File: src/rtl/core/indexed_list_store_assert.svh
// ----------------------------------------------------------------------------
// Assertion macros for the indexed list store.
// Each macro takes a label, an antecedent, a consequent and a message.
// ----------------------------------------------------------------------------
`ifndef INDEXED_LIST_STORE_ASSERT_SVH
`define INDEXED_LIST_STORE_ASSERT_SVH
`ifndef SYNTHESIS
`define ILS_ASSERT_IMP(lbl, ante, cons, msg) \
    lbl: assert property (@(posedge i_clk) disable iff (!i_rst_n) (ante) |-> (cons)) \
        else $error(msg);
`define ILS_ASSERT_NXT(lbl, ante, cons, msg) \
    lbl: assert property (@(posedge i_clk) disable iff (!i_rst_n) (ante) |=> (cons)) \
        else $error(msg);
`else
`define ILS_ASSERT_IMP(lbl, ante, cons, msg)
`define ILS_ASSERT_NXT(lbl, ante, cons, msg)
`endif
`endif

File: src/rtl/core/ils_pkg.sv
// ----------------------------------------------------------------------------
// ils_pkg
// Types and constants shared by the indexed list store.
// ----------------------------------------------------------------------------
`timescale 1ns / 1ps
`default_nettype none

package ils_pkg;

    localparam int DEPTH = 64;
    localparam int WIDTH = 32;
    localparam int AW    = $clog2(DEPTH);
    localparam int CW    = AW + 1;

    typedef enum logic [2:0] {
        CMD_INSERT   = 3'd0,
        CMD_DELETE   = 3'd1,
        CMD_RETRIEVE = 3'd2,
        CMD_REPLACE  = 3'd3,
        CMD_CLEAR    = 3'd4
    } t_cmd;

    typedef enum logic [1:0] {
        ST_OK    = 2'd0,
        ST_RANGE = 2'd1,
        ST_FULL  = 2'd2
    } t_status;

    typedef enum logic [2:0] {
        S_IDLE,
        S_INS,
        S_DEL,
        S_RSP
    } t_state;

    typedef struct packed {
        logic [2:0]  command;
        logic [6:0]  position;
        logic [31:0] value_in;
    } t_req;

    typedef struct packed {
        logic [31:0] value_out;
        logic [1:0]  status;
        logic [6:0]  count;
        logic        is_full;
        logic        is_empty;
    } t_rsp;

    typedef struct packed {
        logic             we;
        logic [AW-1:0]    waddr;
        logic [WIDTH-1:0] wdata;
        logic [AW-1:0]    raddr;
    } t_mem_req;

endpackage

`default_nettype wire

File: src/rtl/core/ils_ram.sv
// ----------------------------------------------------------------------------
// ils_ram
// Generic simple dual-port RAM: one write port, one registered read port.
// ----------------------------------------------------------------------------
`timescale 1ns / 1ps
`default_nettype none

module ils_ram #(
    parameter int W = 32,
    parameter int D = 64
) (
    input  wire logic                 i_clk,
    input  wire logic                 i_we,
    input  wire logic [$clog2(D)-1:0] i_waddr,
    input  wire logic [W-1:0]         i_wdata,
    input  wire logic [$clog2(D)-1:0] i_raddr,
    output logic      [W-1:0]         o_rdata
);

    logic [W-1:0] r_mem [D];

    always_ff @(posedge i_clk) begin
        if (i_we) begin
            r_mem[i_waddr] <= i_wdata;
        end
        o_rdata <= r_mem[i_raddr];
    end

endmodule

`default_nettype wire

File: src/rtl/core/ils_ctrl.sv
// ----------------------------------------------------------------------------
// ils_ctrl
// Command sequencer: range checks, entry count, and one address stepper
// that walks the store for shifts, reads and writes.
// ----------------------------------------------------------------------------
`timescale 1ns / 1ps
`default_nettype none
`include "indexed_list_store_assert.svh"

module ils_ctrl import ils_pkg::*; (
    input  wire logic             i_clk,
    input  wire logic             i_rst_n,
    input  wire logic             i_req_valid,
    input  wire t_req             i_req,
    output logic                  o_busy,
    output t_mem_req              o_mem,
    input  wire logic [WIDTH-1:0] i_rdata,
    output logic                  o_rsp_valid,
    output t_rsp                  o_rsp,
    input  wire logic             i_rsp_ready
);

    t_state           r_state, n_state;
    logic [CW-1:0]    r_count, n_count;
    logic [2:0]       r_cmd, n_cmd;
    logic [AW-1:0]    r_pos, n_pos;
    logic [WIDTH-1:0] r_val, n_val;
    logic [AW-1:0]    r_cur, n_cur;
    logic [AW-1:0]    r_end, n_end;
    logic             r_issue, n_issue;
    logic             r_pend, n_pend;
    logic [AW-1:0]    r_paddr, n_paddr;
    logic [WIDTH-1:0] r_out, n_out;
    t_status          r_status, n_status;

    always_ff @(posedge i_clk) begin
        if (!i_rst_n) begin
            r_state <= S_IDLE;
            r_count <= '0;
            r_issue <= 1'b0;
            r_pend  <= 1'b0;
        end else begin
            r_state <= n_state;
            r_count <= n_count;
            r_issue <= n_issue;
            r_pend  <= n_pend;
        end
        r_cmd    <= n_cmd;
        r_pos    <= n_pos;
        r_val    <= n_val;
        r_cur    <= n_cur;
        r_end    <= n_end;
        r_paddr  <= n_paddr;
        r_out    <= n_out;
        r_status <= n_status;
    end

    always_comb begin
        n_state  = r_state;
        n_count  = r_count;
        n_cmd    = r_cmd;
        n_pos    = r_pos;
        n_val    = r_val;
        n_cur    = r_cur;
        n_end    = r_end;
        n_issue  = r_issue;
        n_pend   = 1'b0;
        n_paddr  = r_paddr;
        n_out    = r_out;
        n_status = r_status;
        o_mem.we    = 1'b0;
        o_mem.waddr = r_pos;
        o_mem.wdata = r_val;
        o_mem.raddr = r_cur;

        unique case (r_state)
            S_IDLE: begin
                if (i_req_valid) begin
                    n_cmd    = i_req.command;
                    n_pos    = i_req.position[AW-1:0];
                    n_val    = i_req.value_in[WIDTH-1:0];
                    n_cur    = i_req.position[AW-1:0];
                    n_end    = i_req.position[AW-1:0];
                    n_out    = '0;
                    n_status = ST_OK;
                    n_issue  = 1'b0;
                    n_state  = S_RSP;
                    unique case (i_req.command)
                        CMD_INSERT: begin
                            if (r_count == CW'(DEPTH)) begin
                                n_status = ST_FULL;
                            end else if (i_req.position > r_count) begin
                                n_status = ST_RANGE;
                            end else begin
                                // walk down from the last entry to the slot
                                n_issue = (i_req.position != r_count);
                                n_cur   = AW'(r_count - 1'b1);
                                n_state = S_INS;
                            end
                        end
                        CMD_DELETE, CMD_RETRIEVE: begin
                            if (i_req.position >= r_count) begin
                                n_status = ST_RANGE;
                            end else begin
                                n_issue = 1'b1;
                                if (i_req.command == CMD_DELETE) begin
                                    n_end = AW'(r_count - 1'b1);
                                end
                                n_state = S_DEL;
                            end
                        end
                        CMD_REPLACE: begin
                            if (i_req.position >= r_count) begin
                                n_status = ST_RANGE;
                            end else begin
                                n_state = S_INS;
                            end
                        end
                        CMD_CLEAR: begin
                            n_count = '0;
                        end
                        default: begin
                        end
                    endcase
                end
            end
            S_INS: begin
                // read ahead at r_cur, write the previous read one slot up
                if (r_issue) begin
                    n_pend  = 1'b1;
                    n_paddr = r_cur;
                    if (r_cur == r_end) begin
                        n_issue = 1'b0;
                    end else begin
                        n_cur = r_cur - 1'b1;
                    end
                end
                if (r_pend) begin
                    o_mem.we    = 1'b1;
                    o_mem.waddr = r_paddr + 1'b1;
                    o_mem.wdata = i_rdata;
                end else if (!r_issue) begin
                    o_mem.we = 1'b1;
                    if (r_cmd == CMD_INSERT) begin
                        n_count = r_count + 1'b1;
                    end
                    n_state = S_RSP;
                end
            end
            S_DEL: begin
                // first read is the entry itself; the rest move one slot down
                if (r_issue) begin
                    n_pend  = 1'b1;
                    n_paddr = r_cur;
                    if (r_cur == r_end) begin
                        n_issue = 1'b0;
                    end else begin
                        n_cur = r_cur + 1'b1;
                    end
                end
                if (r_pend) begin
                    if (r_paddr == r_pos) begin
                        n_out = i_rdata;
                    end else begin
                        o_mem.we    = 1'b1;
                        o_mem.waddr = r_paddr - 1'b1;
                        o_mem.wdata = i_rdata;
                    end
                end else if (!r_issue) begin
                    if (r_cmd == CMD_DELETE) begin
                        n_count = r_count - 1'b1;
                    end
                    n_state = S_RSP;
                end
            end
            S_RSP: begin
                if (i_rsp_ready) begin
                    n_state = S_IDLE;
                end
            end
            default: begin
                n_state = S_IDLE;
            end
        endcase
    end

    assign o_busy      = (r_state != S_IDLE);
    assign o_rsp_valid = (r_state == S_RSP);

    always_comb begin
        o_rsp.value_out = 32'(r_out);
        o_rsp.status    = r_status;
        o_rsp.count     = 7'(r_count);
        o_rsp.is_full   = (r_count == CW'(DEPTH));
        o_rsp.is_empty  = (r_count == '0);
    end

    `ILS_ASSERT_IMP(a_count_cap, 1'b1, r_count <= CW'(DEPTH), "count above capacity")
    `ILS_ASSERT_IMP(a_no_write_idle, (r_state == S_IDLE) || (r_state == S_RSP), !o_mem.we, "store write outside a command")
    `ILS_ASSERT_NXT(a_issue_pend, r_issue && ((r_state == S_INS) || (r_state == S_DEL)), r_pend, "issued read not followed")

endmodule

`default_nettype wire

File: src/rtl/core/indexed_list_store.sv
// ----------------------------------------------------------------------------
// indexed_list_store
// Ordered list of up to DEPTH entries with positional insert and delete, plus
// retrieve, replace and clear.
// Usage:
//   Request channel: i_req_valid / o_req_stall / i_req (command, position,
//   value_in). A request is taken on a clock edge with valid high and stall
//   low. Stall is high from the edge after a request is taken until the
//   sequencer has handed its response to the output register.
//   Response channel: o_rsp_valid / i_rsp_stall / o_rsp. Exactly one response
//   per request, in order, holding value_out, status, count and the flags.
// Store traffic per command:
//   insert      : one store access per shifted entry through the single read
//                 and write port; an append moves nothing
//   delete      : reads the entry, then moves each later entry one slot down
//   retrieve    : one read; replace one write; clear and rejected requests
//                 touch no entry.
//   The longest command is a delete of the head of a full list.
// Reset: synchronous, active low; the list becomes empty. Entry storage is
//   not cleared; entries above the count are never read.
// Back-pressure: while the response register is full and stalled, one more
//   request may be taken and run; its response waits in the sequencer.
// ----------------------------------------------------------------------------
`timescale 1ns / 1ps
`default_nettype none
`include "indexed_list_store_assert.svh"

module indexed_list_store import ils_pkg::*; (
    input  wire logic i_clk,
    input  wire logic i_rst_n,
    input  wire logic i_req_valid,
    output logic      o_req_stall,
    input  wire t_req i_req,
    output logic      o_rsp_valid,
    input  wire logic i_rsp_stall,
    output t_rsp      o_rsp
);

    t_mem_req         mem;
    logic [WIDTH-1:0] rdata;
    logic             busy;
    logic             seq_rsp_valid;
    t_rsp             seq_rsp;
    logic             rsp_ready;

    logic r_rsp_valid, n_rsp_valid;
    t_rsp r_rsp, n_rsp;

    // Entry storage: the shifts stream through its one read and one write port.
    ils_ram #(
        .W (WIDTH),
        .D (DEPTH)
    ) u_ram (
        .i_clk   (i_clk),
        .i_we    (mem.we),
        .i_waddr (mem.waddr),
        .i_wdata (mem.wdata),
        .i_raddr (mem.raddr),
        .o_rdata (rdata)
    );

    ils_ctrl u_ctrl (
        .i_clk       (i_clk),
        .i_rst_n     (i_rst_n),
        .i_req_valid (i_req_valid),
        .i_req       (i_req),
        .o_busy      (busy),
        .o_mem       (mem),
        .i_rdata     (rdata),
        .o_rsp_valid (seq_rsp_valid),
        .o_rsp       (seq_rsp),
        .i_rsp_ready (rsp_ready)
    );

    // Sequencer is ready only when idle.
    assign o_req_stall = busy;

    // Output register frees the sequencer as soon as the slot is open.
    assign rsp_ready = !r_rsp_valid || !i_rsp_stall;

    always_comb begin
        n_rsp_valid = r_rsp_valid;
        n_rsp       = r_rsp;
        if (rsp_ready) begin
            n_rsp_valid = seq_rsp_valid;
            if (seq_rsp_valid) begin
                n_rsp = seq_rsp;
            end
        end
    end

    always_ff @(posedge i_clk) begin
        if (!i_rst_n) begin
            r_rsp_valid <= 1'b0;
        end else begin
            r_rsp_valid <= n_rsp_valid;
        end
        r_rsp <= n_rsp;
    end

    assign o_rsp_valid = r_rsp_valid;
    assign o_rsp       = r_rsp;

    `ILS_ASSERT_IMP(a_full_flag, o_rsp_valid && (o_rsp.status == ST_FULL), o_rsp.is_full, "full status without full flag")
    `ILS_ASSERT_IMP(a_empty_flag, o_rsp_valid, o_rsp.is_empty == (o_rsp.count == 7'd0), "empty flag disagrees with count")

endmodule

`default_nettype wire
File: config.mk
export PLATFORM = sky130hd
export DESIGN_NAME = indexed_list_store
export DESIGN_NICKNAME = d
export VERILOG_FILES = /design/src/rtl/core/ils_pkg.sv /design/src/rtl/core/ils_ram.sv /design/src/rtl/core/ils_ctrl.sv /design/src/rtl/core/indexed_list_store.sv
export VERILOG_INCLUDE_DIRS = /design/src /design/src/rtl/core
export SDC_FILE = /design/constraint.sdc
export NUM_CORES = 2
export LEC_CHECK = 0
export BUFFER_PORTS_ARGS = -buffer_cell sky130_fd_sc_hd__buf_4
export CAP_MARGIN = 10
export CORE_AREA = 2 2 381 383
export DETAILED_ROUTE_END_ITERATION = 10
export DIE_AREA = 0 0 383 385
export PLACE_DENSITY_LB_ADDON = 0.25
export SKIP_CTS_REPAIR_TIMING = 1
export SYNTH_ARGS = -nofsm -noshare
export SYNTH_HDL_FRONTEND = slang
export SYNTH_SLANG_ARGS = --single-unit
File: constraint.sdc
create_clock -name i_clk -period 8.25 [get_ports i_clk]
set_clock_uncertainty 0.15 [all_clocks]
set_input_delay 1.65 -clock i_clk [delete_from_list [all_inputs] [get_ports i_clk]]
set_output_delay 1.65 -clock i_clk [all_outputs]
set_load 0.02 [all_outputs]
==> metrics.csv <==
metric;value;unit
hold crit path type;reg -> reg;
outcome;complete, no violations;
Root Buffer;clkbuf_16;
register area;66460;um2
Leak;30.02;nW
FP Rows;139;
Yosys warnings;0;
reg-to-reg endpoint;u_ram.r_mem[24][18];
Vias;39580;
clock period minus worst slack;5483;ps
Residual DRC;0;
worst vdd ir;0.4379;mV
Startpoint Class;flip-flop;
Hold Path Depth;0;
DR vias/cell;6.715;
Crit path buffers/inverters;3;
IO Port Bufs;90;
R2R depth;8;
Die Wd;383;um
Seq/Total Area, Yosys;77.62;%
ys async rst share;0;%
clock sinks;2228;
largest net degree at the start of global routing;103;
worst-path cell chain;inv_1 > ha_1 > inv_1 > a2111oi_0 > o22ai_1 > a211o_1 > nor4_2 > buf_4;
RSZ-0062 raised after global routing;no;
Hold Startpoint;u_ctrl.r_out[8];
Final Setup Violations;0;
Top delay family on crit path;compound AO/OA/AOI/OAI gates;
Slew @ Worst Pin;1226;ps
gr ovfl total;0;
die height;385;um
Pre-antenna DRT Iters;7;
cell with the most instances on the worst path;inv_1;
CTS tree;built;
core area;143100;um2
Setup TNS;0;ps
slew margin rel.;17.75;%
Final HPWL DP;105.9;mm
Worst R2R Setup Slack;2770;ps
Fillers;8609;
Tcrit/Tclk final;66.46;%
final hold slack;267.0;ps
H-tree depth;4;
Distinct cells, synth;65;
Multi-input gate area;18710;um2
number of flops mapped to enable cells by yosys;2184;
Max clock buf depth;3;
Worst setup EP type;flip-flop;
CTS Buf Count;208;
DIE AREA;147500;um2
Final Net Count;3885;
final WL;193.8;mm
IO Pins;91;
Worst-path clk slew;60;ps
Worst Path Class, Setup;reg -> reg;
Main synth FF type;edfxtp_1;
GPL Wtd Cong;0.8392;
vias in the first global route;39990;
DRT antenna net count;0;
share of layout cells above drive strength 1;32.62;%
WL/cell;32.88;um
worst skew pair latency;830;ps
Area growth syn-to-layout;12.18;%
max cap viols;0;
fmax;182.4;MHz
Syn Area/Cell;23.90;um2
first-pass GRT wire length;280.0;mm
1st-iter DRT viols;5327;
initial antenna violation count;11;
Min-Delay Endpoint;o_rsp[19];
CP arrival;5800;ps
worst flop-to-flop path startpoint;u_ctrl.r_state[0];
Crit Path Max Fanout;32;
Initial Utilization;59.82;%
synthesized flop and latch total;2228;
Cells after Synth;3583;
slowest stage cell, crit path;nor4_2;
Worst EP required;8560;ps
GRT Total Usage;26.74;%
Slew Viols, Final;0;
synthesized cell area;85630;um2
Net Count, Synth;3650;
power per cell area;368.7;nW/um2
Worst path max stage delay;970;ps
Final Hold Violating Endpoints;0;
==> state kept, by name (all words and copies together), names as in the netlist <==
name,cells
u_ram.r_mem,2048
o_rsp,43
u_ctrl.r_out,32
u_ctrl.r_val,32
u_ram.o_rdata,32
u_ctrl.r_count,7
u_ctrl.r_cur,6
u_ctrl.r_end,6
u_ctrl.r_paddr,6
u_ctrl.r_pos,6
u_ctrl.r_cmd,3
u_ctrl.r_state,2
u_ctrl.r_status,2
o_rsp_valid,1
u_ctrl.r_issue,1
u_ctrl.r_pend,1
==> layer usage <==
metal | part of all wire [%] | track usage [%] | routed length (um) | vias up
met2 | 49 | 42.51 | 95090 | 2108
li1 | - | - | - | 15940
met1 | 38 | 38.71 | 74430 | 21260
met5 | 0.031 | 0 | 61 | -
met4 | 1.9 | 6.022 | 3713 | 8
met3 | 11 | 6.176 | 20530 | 261
==> where the power goes <==
| part | internal, mW | leakage [nW] | total (mW) | switching (mW) |
|---|---|---|---|---|
| sequential | 14.8 | 20.2 | 15.1 | 0.256 |
| clock | 5.17 | 3.19 | 9.20 | 4.03 |
| combinational | 4.18 | 6.65 | 11.1 | 6.93 |
| total | 24.2 | 30.0 | 35.4 | 11.2 |
==> metrics by stage <==
stage / utilization [%] / instance area (um2) / power, mW / std cells / setup slack (ps)
finish: 67.11 / 96060 / 35.41 / 5894 / 2767
detailed placement: 62.50 / 89460 / 26.35 / 5508 / 2877
global placement: 62.50 / 89460 / 26.14 / 5508 / 3092
floorplan: - / 85630 / 22.28 / 3583 / 2212
global route: 67.10 / 96040 / 36.61 / 5888 / 2383
CTS: 67.06 / 95980 / 35.49 / 5885 / 2875
==> cells in the mapped netlist (3+ instances only) <==
library cell  count  area, um2
mux4_2          660      14860
nor4_2           15      187.7
a31oi_1           6      37.54
a21o_1            7      52.55
a22o_1           34      297.8
mux2_2            4      45.04
ha_1             20      250.2
or4_1             4      30.03
or3_1             4      25.02
nor2_1           24      90.09
nor2b_1          15      93.84
buf_2            52      260.3
mux2i_1          15      150.1
o21ai_0          15      75.07
a21boi_0          8      60.06
nand2_1          37      138.9
xnor2_1          12      105.1
a211oi_1         15      112.6
a21oi_1          32      160.2
edfxtp_1       2184      65580
nand3_1          19      95.09
or2_2             3      18.77
nor4_1           53      331.6
clkbuf_1        121      454.2
and2_1           39      244.0
xor2_1           16      140.1
nor3_1            8      40.04
o31ai_1           8      60.06
and3_1            5      31.28
o211ai_1          5      37.54
inv_1            22      82.58
nand4_1           6      37.54
buf_1            20      75.07
buf_6             8      90.09
a221o_1           3      30.03
dfxtp_1          44      880.8
o221ai_1          4      35.03
==> worst max path at each step <==
stage                            startpoint                   to  cells after the start
after global placement    u_ctrl.r_state[0]  u_ram.r_mem[24][30]                      8
after global routing      u_ctrl.r_state[0]  u_ram.r_mem[24][18]                      8
after floorplan           u_ctrl.r_paddr[0]   u_ram.r_mem[32][0]                      9
after CTS                 u_ctrl.r_state[0]  u_ram.r_mem[24][18]                      8
after detailed placement  u_ctrl.r_state[0]  u_ram.r_mem[24][30]                      8
final                     u_ctrl.r_state[0]  u_ram.r_mem[24][18]                      8
==> cells by family (layout without fill, tap and decap cells) <==
family          count (synthesis)  in the layout  synth area share [%]
compound gates                159            159                 1.337
xor+xnor                       29             29                0.3054
fa+ha+maj                      21             21                0.3156
buf+inv                       226            628                 1.146
flops                        2228           2228                 77.62
mux                           679            679                 17.59
other cells                     0              6                     0
simple gates                  241            241                 1.691
==> final cells by class <==
type                    instances  area share, %
clock inverters               110          1.029
repair buffers                228          1.951
inverters                      23        0.08988
clock buffers                 267          5.765
multi-input cells            1129          19.48
well taps                    1903          2.479
diodes                          6        0.01563
flip-flops and latches       2228          69.19
==> cells in the final DEF (no fill, tap or decap), types with 5 or more instances in the layout <==
cell        instances
edfxtp_1         2184
mux4_2            660
buf_4             215
clkbuf_16         209
nor4_2             49
clkbuf_1           49
dfxtp_1            44
and2_1             38
nand2_1            37
clkinv_1           36
clkinv_2           36
a22o_2             32
a21oi_1            31
inv_1              22
nor2_1             22
ha_1               20
nand3_1            18
xor2_1             16
nor4_4             16
nor2b_1            15
a211oi_1           15
mux2i_1            15
o21ai_0            14
bufinv_16          14
buf_12             13
xnor2_1            12
inv_6               9
clkinvlp_4          9
clkbuf_8            9
nor3_1              8
o31ai_1             8
a21o_1              7
a21boi_0            7
diode_2             6
nand4_1             6
a31oi_1             6
and3_1              5
o211ai_1            5
(Power assumes the default switching activity.)
